[src/rtl/mandelbrot_pixel_colour_macros.svh]
// Assertion macros for the Mandelbrot pixel colour block.
`ifndef MANDELBROT_PIXEL_COLOUR_MACROS_SVH
`define MANDELBROT_PIXEL_COLOUR_MACROS_SVH

// Same-cycle implication, checked out of reset.
`define MPC_ASSERT_SAME(lbl, ante, cons, msg) \
  lbl: assert property (@(posedge clk) disable iff (!rst_n) (ante) |-> (cons)) \
    else $error(msg);

// Next-cycle implication, checked out of reset.
`define MPC_ASSERT_NEXT(lbl, ante, cons, msg) \
  lbl: assert property (@(posedge clk) disable iff (!rst_n) (ante) |=> (cons)) \
    else $error(msg);

`endif

[src/rtl/mpc_pkg.sv]
// Types, constants and helpers shared by the Mandelbrot pixel colour block.
package mpc_pkg;

  localparam int COLOUR_LEVELS = 256;
  localparam int MAX_SAMPLES   = 8;

  localparam int ITER_W     = 16;
  localparam int CX_W       = 32;
  localparam int SCALE_W    = 31;
  localparam int S_CFG_W    = 4;
  localparam int DIM_W      = 13;
  localparam int PIX_W      = 12;
  localparam int COLOUR_W   = 24;
  localparam int CFG_IDX_W  = 3;
  localparam int CFG_DATA_W = 32;
  localparam int FRAC_BITS  = 28;

  localparam int S_W     = $clog2(MAX_SAMPLES + 1);
  localparam int SS_W    = 2 * S_W;
  localparam int DIMS_W  = DIM_W + S_W;
  localparam int PXS_W   = PIX_W + S_W;
  localparam int CNT_W   = ITER_W + 1;
  localparam int TOT_W   = ITER_W + SS_W;
  localparam int LVL_W   = $clog2(COLOUR_LEVELS);
  localparam int CL_W    = $clog2(COLOUR_LEVELS + 1);
  localparam int PRD_W   = PXS_W + SCALE_W;
  localparam int DIV_NW  = SCALE_W + DIM_W;
  localparam int DIV_DW  = (DIMS_W > ITER_W) ? DIMS_W : ITER_W;
  localparam int DIV_CW  = $clog2(DIV_NW);
  localparam int START_W = DIV_NW + 2;
  localparam int SUM_W   = PRD_W + 2;
  localparam int SQ_W    = 2 * CX_W - FRAC_BITS;

  localparam logic [SQ_W:0] ESC_MAG =
    {{(SQ_W - FRAC_BITS - 2){1'b0}}, 1'b1, {(FRAC_BITS + 2){1'b0}}};
  localparam logic [COLOUR_W-1:0] GREY_MULT = 24'h010101;

  typedef enum logic [CFG_IDX_W-1:0] {
    REG_MAX_ITER   = 3'd0,
    REG_CENTER_X   = 3'd1,
    REG_CENTER_Y   = 3'd2,
    REG_SCALE_Y    = 3'd3,
    REG_SAMPLES    = 3'd4,
    REG_IMG_WIDTH  = 3'd5,
    REG_IMG_HEIGHT = 3'd6
  } cfg_idx_t;

  typedef enum logic [2:0] {
    DIV_SCX,
    DIV_DX,
    DIV_DY,
    DIV_AVG,
    DIV_LVL
  } div_sel_t;

  typedef enum logic [4:0] {
    S_IDLE,
    S_SCX_GO,
    S_SCX_WT,
    S_DX_GO,
    S_DX_WT,
    S_DY_GO,
    S_DY_WT,
    S_PIX,
    S_CMUL,
    S_CSET,
    S_SQ,
    S_ITER,
    S_AVG_GO,
    S_AVG_WT,
    S_LVL_GO,
    S_LVL_WT,
    S_DONE
  } state_t;

  typedef struct packed {
    logic [ITER_W-1:0]         max_iterations;
    logic signed [CX_W-1:0]    center_x;
    logic signed [CX_W-1:0]    center_y;
    logic [SCALE_W-1:0]        scale_y;
    logic [S_CFG_W-1:0]        samples_per_axis;
    logic [DIM_W-1:0]          image_width;
    logic [DIM_W-1:0]          image_height;
  } cfg_t;

  typedef struct packed {
    logic     load;
    logic     div_start;
    div_sel_t div_sel;
    logic     div_store;
    logic     pix_init;
    logic     cmul;
    logic     cset;
    logic     sq;
    logic     iter;
    logic     out_load;
  } cmd_t;

  typedef struct packed {
    logic div_done;
    logic stop;
    logic last_sub;
  } stat_t;

  // Clamp to the signed 32-bit range.
  function automatic logic signed [CX_W-1:0] sat32(input logic signed [SUM_W-1:0] v);
    logic [SUM_W-CX_W:0] top;
    top = v[SUM_W-1:CX_W-1];
    if (top == '0 || top == '1) begin
      return v[CX_W-1:0];
    end else if (v[SUM_W-1]) begin
      return {1'b1, {(CX_W-1){1'b0}}};
    end else begin
      return {1'b0, {(CX_W-1){1'b1}}};
    end
  endfunction

endpackage

[src/rtl/mpc_ctrl.sv]
// Controller: sequences setup divisions, subpixel iteration and the final level.
module mpc_ctrl (
  input  logic           clk,
  input  logic           rst_n,
  input  logic           in_valid,
  input  logic           out_free,
  input  mpc_pkg::stat_t stat,
  output logic           in_ready,
  output mpc_pkg::cmd_t  cmd
);
  import mpc_pkg::*;

  state_t state_r, state_nxt;

  always_ff @(posedge clk) begin
    if (!rst_n) begin
      state_r <= S_IDLE;
    end else begin
      state_r <= state_nxt;
    end
  end

  always_comb begin
    state_nxt   = state_r;
    in_ready    = 1'b0;
    cmd         = '0;
    cmd.div_sel = DIV_SCX;
    case (state_r)
      S_IDLE: begin
        in_ready = 1'b1;
        if (in_valid) begin
          cmd.load  = 1'b1;
          state_nxt = S_SCX_GO;
        end
      end
      S_SCX_GO: begin
        cmd.div_start = 1'b1;
        state_nxt     = S_SCX_WT;
      end
      S_SCX_WT: begin
        if (stat.div_done) begin
          cmd.div_store = 1'b1;
          state_nxt     = S_DX_GO;
        end
      end
      S_DX_GO: begin
        cmd.div_sel   = DIV_DX;
        cmd.div_start = 1'b1;
        state_nxt     = S_DX_WT;
      end
      S_DX_WT: begin
        cmd.div_sel = DIV_DX;
        if (stat.div_done) begin
          cmd.div_store = 1'b1;
          state_nxt     = S_DY_GO;
        end
      end
      S_DY_GO: begin
        cmd.div_sel   = DIV_DY;
        cmd.div_start = 1'b1;
        state_nxt     = S_DY_WT;
      end
      S_DY_WT: begin
        cmd.div_sel = DIV_DY;
        if (stat.div_done) begin
          cmd.div_store = 1'b1;
          state_nxt     = S_PIX;
        end
      end
      S_PIX: begin
        cmd.pix_init = 1'b1;
        state_nxt    = S_CMUL;
      end
      S_CMUL: begin
        cmd.cmul  = 1'b1;
        state_nxt = S_CSET;
      end
      S_CSET: begin
        cmd.cset  = 1'b1;
        state_nxt = S_SQ;
      end
      S_SQ: begin
        cmd.sq    = 1'b1;
        state_nxt = S_ITER;
      end
      S_ITER: begin
        cmd.iter = 1'b1;
        if (stat.stop) begin
          state_nxt = stat.last_sub ? S_AVG_GO : S_CMUL;
        end else begin
          state_nxt = S_SQ;
        end
      end
      S_AVG_GO: begin
        cmd.div_sel   = DIV_AVG;
        cmd.div_start = 1'b1;
        state_nxt     = S_AVG_WT;
      end
      S_AVG_WT: begin
        cmd.div_sel = DIV_AVG;
        if (stat.div_done) begin
          cmd.div_store = 1'b1;
          state_nxt     = S_LVL_GO;
        end
      end
      S_LVL_GO: begin
        cmd.div_sel   = DIV_LVL;
        cmd.div_start = 1'b1;
        state_nxt     = S_LVL_WT;
      end
      S_LVL_WT: begin
        cmd.div_sel = DIV_LVL;
        if (stat.div_done) begin
          cmd.div_store = 1'b1;
          state_nxt     = S_DONE;
        end
      end
      S_DONE: begin
        if (out_free) begin
          cmd.out_load = 1'b1;
          state_nxt    = S_IDLE;
        end
      end
      default: begin
        state_nxt = S_IDLE;
      end
    endcase
  end

endmodule

[config.mk]
export PLATFORM = sky130hd
export DESIGN_NAME = mpc_ctrl
export DESIGN_NICKNAME = d
export VERILOG_FILES = /design/src/rtl/mandelbrot_pixel_colour_macros.svh /design/src/rtl/mpc_pkg.sv /design/src/rtl/mpc_ctrl.sv
export SDC_FILE = /design/constraint.sdc
export NUM_CORES = 1
export LEC_CHECK = 0
export BUFFER_PORTS_ARGS = -buffer_cell sky130_fd_sc_hd__buf_4
export CAP_MARGIN = 15
export CORE_ASPECT_RATIO = 1.1
export CORE_MARGIN = 2
export CORE_UTILIZATION = 30
export DETAILED_ROUTE_END_ITERATION = 6
export PLACE_DENSITY = 0.59
export RECOVER_POWER = 100
export SETUP_SLACK_MARGIN = 0.4
export SYNTH_ARGS = -nofsm -noshare
export SYNTH_HDL_FRONTEND = slang
export SYNTH_SLANG_ARGS = --single-unit
[constraint.sdc]
create_clock -name clk -period 2.59 [get_ports clk]
set_input_delay 0.3885 -clock clk [delete_from_list [all_inputs] [get_ports clk]]
set_output_delay 0.3885 -clock clk [all_outputs]
set_load 0.01 [all_outputs]
==> run summary <==
The number of cells traversed by the worst register-to-register path came out at 5. The share of the synthesized area in the top cell type came out at 20.9%. The instance count along the most critical hold path came out at 2. The final count of negative-setup-slack endpoints is 0.

Yosys printed 0 warnings. The total half-perimeter wirelength after legalization and detailed placement came out at 849 µm. The clock slew at the register clock pins of the worst setup and hold paths is 0.04 ns. The number of optimization iterations in the first detailed-route pass is 4.

Walking the worst path, the cells encountered are nor2_1 -> o31a_1 -> nor3b_1 -> clkbuf_1. The largest individual stage delay along the critical path comes from the cell sky130_fd_sc_hd__dfxtp_1. The floorplan die area came out at 1930 µm².

The power per cell area came out at 497 nW/µm². The total CTS buffers is 3. In this run the number of H-tree levels came out at 1. The starting density of the core came out at 31.1%.

The static leakage is around 0.21 nW. The initial antenna violation count came out at 0. In the final layout, the registers with the most flip-flops are state_r: 5 flops.

Data on the critical path arrives at its endpoint at approximately 1.6 ns. The initial detailed-routing violation count is 4. The number of global-route vias before repair was 426. After floorplanning, the core was sized to cover 1540 µm².

The per-cell via count in the routed design is 5.18. After detailed routing, the average wire length per cell comes to 11.6 µm. TritonCTS built the clock tree.

Clock latency on the worst-skew pair, taken at its later pin, is about 0.24 ns. Summed over all layers, the global routing overflow is 0. In the layout the commonest cells are sky130_fd_sc_hd__clkbuf_1 (13), sky130_fd_sc_hd__nor2_1 (10), sky130_fd_sc_hd__buf_4 (7). The share of post-route cells with drive strength above 1 came out at a little over an eighth. The number of distinct library cell variants in the gate-level netlist after synthesis is 33. For the pin with the worst max-slew slack, the measured transition is ~0.56 ns. The max-cap violation count is 0. The total cell area at the placement stage came out at 609 µm². The vias after detailed routing came out at 523. Ranked by total cell area, the synthesized netlist is headed by sky130_fd_sc_hd__dfxtp_1 (21%), sky130_fd_sc_hd__nor2_1 (7.0%), sky130_fd_sc_hd__and4_1 (5.5%).

The beginning of the worst register-to-register path is state_r[1]. The last weighted congestion value of the routability-driven placer is 0.766. The critical path starts at state_r[1]. Counting flops per register, the top entry is state_r. In this run the most critical hold path is launched from rst_n. The boundary pin count is 20. The register bit count reported by yosys is 5. From bottom edge to top edge, the die measures 45.9 µm.

Once the clock tree was built, the setup fixing pass inserted 0 buffers. The cell area after technology mapping came out at ~480 µm². The total negative slack for setup checks came out at 0 ns.

The min-delay analysis places its worst path in the category input pin to register. STA puts the critical path data required time at 2.20 ns. The sequential share of the synthesized area is 20.9%. The global-route wire length before repair is 1820 µm. The synthesized net count is 74. The maximum number of pins on one net before global-route repair came out at 18. Clock skew on the completed layout was measured at 0.00236 ns. Setup repair after global routing left no endpoint under its margin. The period utilization is ~77%.

In this design, the stage delay of the slowest critical-path cell is between 0.5 and 0.6 ns. The highest net fanout along the worst path is 12. The post-cts hold buffer count came out at 0.

Counting every instance in the synthesized netlist gives 67. The tree is rooted in a sky130_fd_sc_hd__clkbuf_4. The sum of buffers and inverters on the critical path came out at 1. The layout net count is 92.

The total stage count of the critical path is 4. Grouping stages by cell kind, the critical path spends the most delay in flip-flops. The register with the most flip-flops in the layout has 5 of them. The area of all placed cells without fillers is ~580 µm². For this design, the sink count on the clock tree is 5. The worst slew margin relative to its limit is 62.8%.

The run finished with clean final reports. The worst setup path is launched from a register. The total length of routed wires is ~1200 µm.

The area growth from synthesis to layout came out at 20.9%. The capture instance of the worst register-to-register path is state_r[1]. The detailed-route DRC error count is 0. The number of input and output port buffers inserted is 19. The die width is 42.1 µm. The startpoint-to-endpoint class of the critical path is register to output pin. The count of pins over their slew limit is 0. The worst IR drop on VDD is 0.167 mV. The leading cell type in the layout, fill and taps excluded is sky130_fd_sc_hd__clkbuf_1. The highest attainable clock frequency is 501 MHz. Of all cell types, the one taking the most synthesized area is sky130_fd_sc_hd__dfxtp_1. For the finished layout, the period the worst path requires is 2.00 ns. The hold violation total from the final report was 0. The count of antenna diodes in the layout is 0. The number of placement rows is 15.

The remaining antenna violation count came out at 0. The end point of the most critical hold path is state_r[3]. The synthesized area per cell is between 7 and 8 µm². The minimum setup slack among reg-to-reg paths came out at 0.85 ns. The maximum root-to-sink buffer count came out at 2. The total track usage is between 10% and 20%.

The endpoint type of the worst setup path is an output pin. The count of cells resized by post-cts repair is 0.
## worst max-delay path by stage
stage | to
after floorplan | cmd[7]
after global placement | cmd[6]
after detailed placement | cmd[6]
after CTS | cmd[6]
after global routing | cmd[6]
final | cmd[6]
## cell usage after synthesis
cell                        n
sky130_fd_sc_hd__nor2_1     9
sky130_fd_sc_hd__dfxtp_1    5
sky130_fd_sc_hd__nand2_1    5
sky130_fd_sc_hd__clkbuf_1   4
sky130_fd_sc_hd__and3_1     3
sky130_fd_sc_hd__and4_1     3
sky130_fd_sc_hd__inv_1      3
sky130_fd_sc_hd__nor2b_1    3
sky130_fd_sc_hd__nor3_1     3
sky130_fd_sc_hd__a21oi_1    2
sky130_fd_sc_hd__and2_1     2
sky130_fd_sc_hd__nand3_1    2
sky130_fd_sc_hd__nor3b_1    2
sky130_fd_sc_hd__nor4_1     2
sky130_fd_sc_hd__a2111oi_0  1
sky130_fd_sc_hd__a211oi_1   1
sky130_fd_sc_hd__a21boi_0   1
sky130_fd_sc_hd__a21oi_2    1
sky130_fd_sc_hd__a31oi_1    1
sky130_fd_sc_hd__and3b_1    1
sky130_fd_sc_hd__buf_4      1
sky130_fd_sc_hd__buf_6      1
sky130_fd_sc_hd__mux2i_1    1
sky130_fd_sc_hd__nand2b_1   1
sky130_fd_sc_hd__nor2_4     1
sky130_fd_sc_hd__o211ai_1   1
sky130_fd_sc_hd__o21ai_0    1
sky130_fd_sc_hd__o21ai_1    1
sky130_fd_sc_hd__o22ai_1    1
sky130_fd_sc_hd__o31a_1     1
sky130_fd_sc_hd__o31a_4     1
sky130_fd_sc_hd__xnor2_1    1
sky130_fd_sc_hd__xor2_1     1
## metrics by stage
stage / instances / total power [mW] / worst slack [ns] / hold slack (ns) / utilization (%)
after floorplan: 67 / 0.181 / 1.02 / 0.510 / -
after global placement: 97 / 0.218 / 0.881 / 0.638 / 39.6
after detailed placement: 97 / 0.218 / 0.883 / 0.637 / 39.6
after CTS: 101 / 0.308 / 0.620 / 0.385 / 41.3
after global routing: 101 / 0.311 / 0.453 / 0.408 / 37.6
final: 101 / 0.288 / 0.593 / 0.395 / 37.6
## area by class of cell
cell class,count,area [µm²]
fill,180,960
multi-input combinational,53,323
sequential,5,100
timing repair buffer,19,97.6
clock buffer,4,26.3
tap,17,21.3
inverter,3,11.3
## power by group
group          switching [mW]  internal (mW)  total [mW]
clock                  0.0293         0.0581      0.0873
combinational          0.0480         0.0479      0.0959
sequential             0.0207         0.0839       0.105
total                  0.0979          0.190       0.288
## logic make-up after synthesis
family	Yosys count	synth area share [%]
and+or+nand+nor	37	43.3
AOI/OAI and AO/OA	13	20.6
buffers and inverters	9	9.40
DFF	5	20.9
xor gates and xnor gates	2	3.66
muxes	1	2.09
## layer usage
metal,wire length (µm),vias up,GRT usage [%],part of all wire (%)
met5,0,-,0,0
met4,0,0,5.63,0
met3,62,0,4.37,5.3
met2,550,13,21.9,47
met1,557,240,14.6,48
li1,-,270,-,-
Note: power is estimated with default switching activity, not from simulation.
